## src/rit_pkg.sv

```systemverilog
`default_nettype none

package rit_pkg;

   // Tick field width used by the timer core
   localparam int TICK_BITS_DEF = 8;

   // Register map
   localparam logic [15:0] ADDR_RELOAD_LO = 16'h401B;
   localparam logic [15:0] ADDR_RELOAD_HI = 16'h401C;
   localparam logic [15:0] ADDR_CONTROL   = 16'h401D;

   localparam logic [15:0] RELOAD_RESET = 16'hFFFF;

   // Status byte bits
   localparam logic [7:0] STAT_IRQ    = 8'h80;
   localparam logic [7:0] STAT_ACTIVE = 8'h01;

   // Transaction kind carried on tuser
   typedef enum logic [1:0] {
      OP_READ  = 2'd0,
      OP_WRITE = 2'd1,
      OP_CLOCK = 2'd2
   } opcode_type;

   // Sequencer states
   typedef enum logic [0:0] {
      ST_IDLE   = 1'b0,
      ST_DIVIDE = 1'b1
   } state_type;

   // Handshake between the sequencer and the remainder unit
   typedef struct packed {
      logic start;
   } div_ctl_type;

   typedef struct packed {
      logic busy;
      logic done;
   } div_stat_type;

endpackage

`default_nettype wire

```

## src/rit_mod.sv

```systemverilog
`default_nettype none

// Restoring remainder unit: one dividend bit per cycle through a single
// 17-bit compare and subtract.
module rit_mod #(
   parameter int DW = rit_pkg::TICK_BITS_DEF
) (
   input  wire                        clock,
   input  wire                        reset,
   input  rit_pkg::div_ctl_type       ctl,
   input  wire  [DW-1:0]              dividend,
   input  wire  [15:0]                divisor,
   output rit_pkg::div_stat_type      stat,
   output logic [15:0]                remainder
);

   localparam int CW = $clog2(DW + 1);

   logic [CW-1:0] count_ff, count_in;
   logic          busy_ff, busy_in;
   logic          done_ff, done_in;
   logic [DW-1:0] dvd_ff, dvd_in;
   logic [15:0]   rem_ff, rem_in;
   logic [16:0]   trial;
   logic [16:0]   diff;

   // Shift in the next dividend bit and try the subtract
   assign trial = {rem_ff, dvd_ff[DW-1]};
   assign diff  = trial - {1'b0, divisor};

   always_comb begin
      count_in = count_ff;
      busy_in  = busy_ff;
      done_in  = 1'b0;
      dvd_in   = dvd_ff;
      rem_in   = rem_ff;
      if (ctl.start) begin
         count_in = '0;
         busy_in  = 1'b1;
         dvd_in   = dividend;
         rem_in   = '0;
      end else if (busy_ff) begin
         dvd_in   = dvd_ff << 1;
         rem_in   = (trial >= {1'b0, divisor}) ? diff[15:0] : trial[15:0];
         count_in = count_ff + CW'(1);
         if (count_ff == CW'(DW - 1)) begin
            busy_in = 1'b0;
            done_in = 1'b1;
         end
      end
   end

   always_ff @(posedge clock) begin
      if (reset) begin
         busy_ff  <= 1'b0;
         done_ff  <= 1'b0;
         count_ff <= '0;
      end else begin
         busy_ff  <= busy_in;
         done_ff  <= done_in;
         count_ff <= count_in;
      end
   end

   always_ff @(posedge clock) begin
      dvd_ff <= dvd_in;
      rem_ff <= rem_in;
   end

   assign stat.busy = busy_ff;
   assign stat.done = done_ff;
   assign remainder = rem_ff;

endmodule

`default_nettype wire

```

## src/reload_irq_timer.sv

```systemverilog
`default_nettype none

// Bus-mapped 16-bit reload down-counter with an interrupt. Each request
// transaction is a byte read, a byte write or a clock advance (kind on
// req_tuser); each produces exactly one response carrying the hit flag, the
// read byte and the irq level after the transaction. Registers: 0x401B reload
// low, 0x401C reload high, 0x401D control/status (read returns irq in bit 7 and
// active in bit 0 and clears irq; write reloads the counter if idle and sets
// active from bit 0). Reads, writes and clock advances that do not run past
// zero are answered directly from the idle state. An advance that runs past
// zero with a nonzero reload needs the remainder of the excess minus one by
// the reload value; it goes through a bit-serial remainder unit, and no
// request is taken meanwhile.
module reload_irq_timer #(
   parameter int TICK_BITS = rit_pkg::TICK_BITS_DEF
) (
   input  wire         clock,
   input  wire         reset,
   // req_tdata: address[15:0], write_data[23:16], tick_count[31:24]
   input  wire  [31:0] req_tdata,
   // req_tuser: opcode[1:0]
   input  wire  [1:0]  req_tuser,
   input  wire         req_tvalid,
   output logic        req_tready,
   // rsp_tdata: hit[0], read_data[8:1], irq_line[9], zero fill [15:10]
   output logic [15:0] rsp_tdata,
   output logic        rsp_tvalid,
   input  wire         rsp_tready
);

   rit_pkg::state_type  state_ff, state_in;
   logic [15:0]         reload_ff, reload_in;
   logic [15:0]         counter_ff, counter_in;
   logic                enabled_ff, enabled_in;
   logic                irq_ff, irq_in;
   logic                rsp_valid_ff, rsp_valid_in;
   logic [15:0]         rsp_data_ff, rsp_data_in;

   rit_pkg::opcode_type  opcode;
   logic [15:0]          address;
   logic [7:0]           write_data;
   logic [15:0]          tick_wide;
   logic [TICK_BITS-1:0] ticks;
   logic [15:0]          ticks_ext;
   logic [15:0]          rest;
   logic [15:0]          rest_m1;
   logic                 in_range;
   logic                 accept;
   logic                 hit;
   logic [7:0]           rd;

   rit_pkg::div_ctl_type  div_ctl;
   rit_pkg::div_stat_type div_stat;
   logic [15:0]           div_rem;

   // Unpack the request transaction
   assign opcode     = rit_pkg::opcode_type'(req_tuser);
   assign address    = req_tdata[15:0];
   assign write_data = req_tdata[23:16];
   assign tick_wide  = {8'h00, req_tdata[31:24]};
   assign ticks      = tick_wide[TICK_BITS-1:0];
   assign ticks_ext  = 16'(ticks);
   assign rest       = ticks_ext - counter_ff;
   assign rest_m1    = rest - 16'd1;
   assign in_range   = (address >= rit_pkg::ADDR_RELOAD_LO) &&
                       (address <= rit_pkg::ADDR_CONTROL);

   // Take a request only when idle and the response slot is free or draining
   assign req_tready = (state_ff == rit_pkg::ST_IDLE) && (!rsp_valid_ff || rsp_tready);
   assign accept     = req_tvalid && req_tready;

   rit_mod #(
      .DW (TICK_BITS)
   ) u_mod (
      .clock     (clock),
      .reset     (reset),
      .ctl       (div_ctl),
      .dividend  (rest_m1[TICK_BITS-1:0]),
      .divisor   (reload_ff),
      .stat      (div_stat),
      .remainder (div_rem)
   );

   // Sequencer and register file
   always_comb begin
      state_in      = state_ff;
      reload_in     = reload_ff;
      counter_in    = counter_ff;
      enabled_in    = enabled_ff;
      irq_in        = irq_ff;
      rsp_valid_in  = rsp_valid_ff && !rsp_tready;
      rsp_data_in   = rsp_data_ff;
      div_ctl.start = 1'b0;
      hit           = 1'b0;
      rd            = 8'h00;

      case (state_ff)
         rit_pkg::ST_IDLE: begin
            if (accept) begin
               case (opcode)
                  rit_pkg::OP_READ: begin
                     if (in_range) begin
                        hit = 1'b1;
                        if (address == rit_pkg::ADDR_RELOAD_LO) begin
                           rd = reload_ff[7:0];
                        end else if (address == rit_pkg::ADDR_RELOAD_HI) begin
                           rd = reload_ff[15:8];
                        end else begin
                           rd = (irq_ff ? rit_pkg::STAT_IRQ : 8'h00) |
                                (enabled_ff ? rit_pkg::STAT_ACTIVE : 8'h00);
                           irq_in = 1'b0;
                        end
                     end
                  end
                  rit_pkg::OP_WRITE: begin
                     if (in_range) begin
                        hit = 1'b1;
                        if (address == rit_pkg::ADDR_RELOAD_LO) begin
                           reload_in = {reload_ff[15:8], write_data};
                        end else if (address == rit_pkg::ADDR_RELOAD_HI) begin
                           reload_in = {write_data, reload_ff[7:0]};
                        end else begin
                           if (!enabled_ff) begin
                              counter_in = reload_ff;
                           end
                           enabled_in = write_data[0];
                        end
                     end
                  end
                  rit_pkg::OP_CLOCK: begin
                     if (!enabled_ff) begin
                        counter_in = reload_ff;
                     end else if (ticks_ext <= counter_ff) begin
                        counter_in = counter_ff - ticks_ext;
                     end else begin
                        irq_in = 1'b1;
                        if (reload_ff == 16'h0000) begin
                           counter_in = 16'h0000;
                        end else begin
                           div_ctl.start = 1'b1;
                           state_in      = rit_pkg::ST_DIVIDE;
                        end
                     end
                  end
                  default: begin
                  end
               endcase

               // Post the response unless the wrap is still being worked out
               if (!div_ctl.start) begin
                  rsp_valid_in = 1'b1;
                  rsp_data_in  = {6'b000000, irq_in, rd, hit};
               end
            end
         end
         rit_pkg::ST_DIVIDE: begin
            // Land the wrapped count once the remainder is ready
            if (div_stat.done) begin
               counter_in   = reload_ff - div_rem - 16'd1;
               rsp_valid_in = 1'b1;
               rsp_data_in  = {6'b000000, irq_ff, 8'h00, 1'b0};
               state_in     = rit_pkg::ST_IDLE;
            end
         end
         default: begin
            state_in = rit_pkg::ST_IDLE;
         end
      endcase
   end

   always_ff @(posedge clock) begin
      if (reset) begin
         state_ff     <= rit_pkg::ST_IDLE;
         reload_ff    <= rit_pkg::RELOAD_RESET;
         counter_ff   <= rit_pkg::RELOAD_RESET;
         enabled_ff   <= 1'b0;
         irq_ff       <= 1'b0;
         rsp_valid_ff <= 1'b0;
      end else begin
         state_ff     <= state_in;
         reload_ff    <= reload_in;
         counter_ff   <= counter_in;
         enabled_ff   <= enabled_in;
         irq_ff       <= irq_in;
         rsp_valid_ff <= rsp_valid_in;
      end
   end

   // Hold the response payload
   always_ff @(posedge clock) begin
      rsp_data_ff <= rsp_data_in;
   end

   assign rsp_tvalid = rsp_valid_ff;
   assign rsp_tdata  = rsp_data_ff;

`ifndef SYNTHESIS
   // No request is taken while the remainder unit works
   a_no_accept_busy: assert property (@(posedge clock) disable iff (reset)
      (state_ff == rit_pkg::ST_DIVIDE) |-> !req_tready)
      else $error("request accepted during wrap computation");

   // The remainder unit only finishes while the sequencer waits for it
   a_done_in_divide: assert property (@(posedge clock) disable iff (reset)
      div_stat.done |-> (state_ff == rit_pkg::ST_DIVIDE))
      else $error("remainder done outside of divide state");

   // The remainder unit only iterates while the sequencer waits for it
   a_busy_in_divide: assert property (@(posedge clock) disable iff (reset)
      div_stat.busy |-> (state_ff == rit_pkg::ST_DIVIDE))
      else $error("remainder busy outside of divide state");

   // A wrap leaves the count below the reload value with irq raised
   a_wrap_result: assert property (@(posedge clock) disable iff (reset)
      (state_ff == rit_pkg::ST_DIVIDE && div_stat.done) |=>
         (counter_ff < reload_ff) && irq_ff && rsp_valid_ff)
      else $error("wrapped count out of range");
`endif

endmodule

`default_nettype wire

```

## config.mk

```make
export PLATFORM = sky130hd
export DESIGN_NAME = reload_irq_timer
export DESIGN_NICKNAME = d
export VERILOG_FILES = /design/src/rit_pkg.sv /design/src/rit_mod.sv /design/src/reload_irq_timer.sv
export SDC_FILE = /design/constraint.sdc
export NUM_CORES = 1
export LEC_CHECK = 0
export BUFFER_PORTS_ARGS = -buffer_cell sky130_fd_sc_hd__buf_2
export CORE_MARGIN = 5
export CORE_UTILIZATION = 35
export CTS_BUF_LIST = sky130_fd_sc_hd__clkbuf_2
export DETAILED_ROUTE_END_ITERATION = 10
export PLACE_DENSITY_LB_ADDON = 0.05
export SLEW_MARGIN = 0
export SYNTH_ARGS = -nofsm -noshare
export SYNTH_HDL_FRONTEND = slang
export SYNTH_HIERARCHICAL = 1
export SYNTH_SLANG_ARGS = --single-unit
```

## constraint.sdc

```tcl
create_clock -name clock -period 6.03 [get_ports clock]
set_input_delay 0.603 -clock clock [delete_from_list [all_inputs] [get_ports clock]]
set_output_delay 0.603 -clock clock [all_outputs]
set_load 0.01 [all_outputs]
```

==> results.json <==
{
  "p_leak_uw": 0.003074,
  "maxCapViolCount": 0,
  "end_kind": "register",
  "initial_core_util_pct": 35.93,
  "cts_tree": "done",
  "multiInputGateArea_um2": 4018,
  "period_needed_ps": 3546,
  "antenna_cells": 0,
  "synthCells": 754,
  "cp_max_fo": 25,
  "io_pins": 56,
  "mostFrequentLayoutCells": "66 x nor2_1, 65 x inv_1, 59 x nand2_1",
  "finClkSkew_ps": 34.64,
  "gr-total-overflow": 0,
  "peakVddDrop_v": 0.00009519,
  "grt_max_degree": 38,
  "final_antenna_net_count": 0,
  "grt_usage_pct": 18.09,
  "avgSynthCellArea_um2": 8.299,
  "layoutNonFillerInstCount": 1009,
  "finalHoldViolCount": 0,
  "worstMarginPinSlew_ps": 955.3,
  "cts_made_buffers": 9,
  "first_global_vias": 5333,
  "drive_above_1_share_pct": 13.78,
  "gp_congestion": 0.8456,
  "grt_pass1_wl_mm": 29.20,
  "layout_commonest_cell": "nor2_1",
  "start_kind": "register",
  "wl_per_cell_um": 18.35,
  "cts_sinks": 76,
  "slew_viol_final": 0,
  "nFillCells": 1866,
  "wirelength_mm": 18.52,
  "worst-setup-path-type": "reg -> reg",
  "fp.dieW_um": 143.7,
  "dp_cells": 993,
  "utilization_pct": 38.13,
  "die_area_um2": 20650,
  "hp-class": "in -> reg",
  "status": "finished clean",
  "clkLatencyLatePin_ps": 630,
  "fin_nets": 866,
  "antenna_found_initial": 1,
  "cts_max_level": 3,
  "cts-root-buf": "clkbuf_2",
  "drc_errors": 0,
  "fin_setup_tns_ps": 0,
  "cts_hold_buffers": 0,
  "grt_setup_unrepaired": "false",
  "post_cts_buffers": 0,
  "slew_headroom_pct": 35.82,
  "first_pass_iters": 5,
  "crit_required_ps": 6340,
  "row_count": 48,
  "portBuffers": 49,
  "seq_area_um2": 1702,
  "drt_first_iter_violations": 356,
  "area_growth_pct": 6.119,
  "cts_resized": 0,
  "clockBufferDepth": 2,
  "p_per_area_nw_per_um2": 140.7,
  "yosys_warnings": 6,
  "whs_path_depth": 3,
  "die_y_um": 143.7,
  "setup_viol": 0,
  "via_per_inst": 5.524,
  "reg2reg_depth": 10,
  "clk_pin_slew_ps": 280,
  "critPathArrivalTime_ps": 3850,
  "core_um2": 17420,
  "via_count": 5574,
  "fin_crit_sh_pct": 58.80,
  "synthesis.area_um2": 6257,
  "hpwl_mm": 13.81,
  "fmax_ghz": 0.2820
}
[final cells by class]
class	instances	area share (%)
Sequential cell	76	25.63
Multi-Input combinational cell	572	60.50
Clock inverter	7	1.018
Clock buffer	9	0.6783
Tap cell	225	4.240
Timing Repair Buffer	53	4.145
Inverter	67	3.787
[per-layer routing]
metal	routed length [um]	global-route usage, %	vias up	part of all wire, %
met2	8923	30.49	133	48
met5	0	0	-	0
li1	-	-	2784	-
met3	911	3.261	15	4.9
met4	204	3.816	0	1.1
met1	8476	24.32	2642	46
[sequential cells by signal, summed over array words and instances (netlist names)]
| signal | count |
|---|---|
| enabled_ff | 1 |
| reload_ff | 16 |
| u_mod/count_ff | 4 |
| counter_ff | 16 |
| rsp_tdata | 10 |
| u_mod/dvd_ff | 8 |
| irq_ff | 1 |
| rsp_tvalid | 1 |
| state_ff | 1 |
| u_mod/remainder | 16 |
| u_mod/done_ff | 1 |
| u_mod/busy_ff | 1 |
[power by group]
| part | switching [uW] | total [uW] | leakage (uW) | internal [uW] |
|---|---|---|---|---|
| registers | 5.37 | 535 | 0.000648 | 529 |
| clock network | 228 | 292 | 0.0000663 | 64.0 |
| logic | 64.6 | 108 | 0.00236 | 43.3 |
[through the flow]
step	setup slack [ps]	hold slack (ps)	area, um2	power (uW)
floorplan	2557	439.7	6276	617.4
global placement	2214	470.3	6528	653.2
detailed placement	2108	462.9	6528	653.7
CTS	2468	139.5	6640	950.9
global route	2244	128.3	6640	985.7
finish	2484	176.8	6640	934.5
[worst max-delay path, cell delays in order (launching register included)]
cell and delay, ps:
dfxtp_1 390, ha_1 380, a211oi_1 270, nor2_1 140
nor3_2 230, and2_1 390, and3_2 240, and2_1 130
buf_4 310, clkinv_1 350, nand2_1 380
[final timing paths]
check                                                endpoint                  startpoint  slack (ps)
worst max-delay path            u_mod/dvd_ff[0]$_SDFFCE_PN0P_  counter_ff[5]$_SDFFE_PP1P_        2480
worst min register to register     counter_ff[7]$_SDFFE_PP1P_  counter_ff[7]$_SDFFE_PP1P_         510
worst min-delay path               reload_ff[14]$_SDFFE_PP1P_               req_tdata[22]         180
worst max register to register  u_mod/dvd_ff[0]$_SDFFCE_PN0P_  counter_ff[5]$_SDFFE_PP1P_        2480
Power figures use the tool's default switching activity.
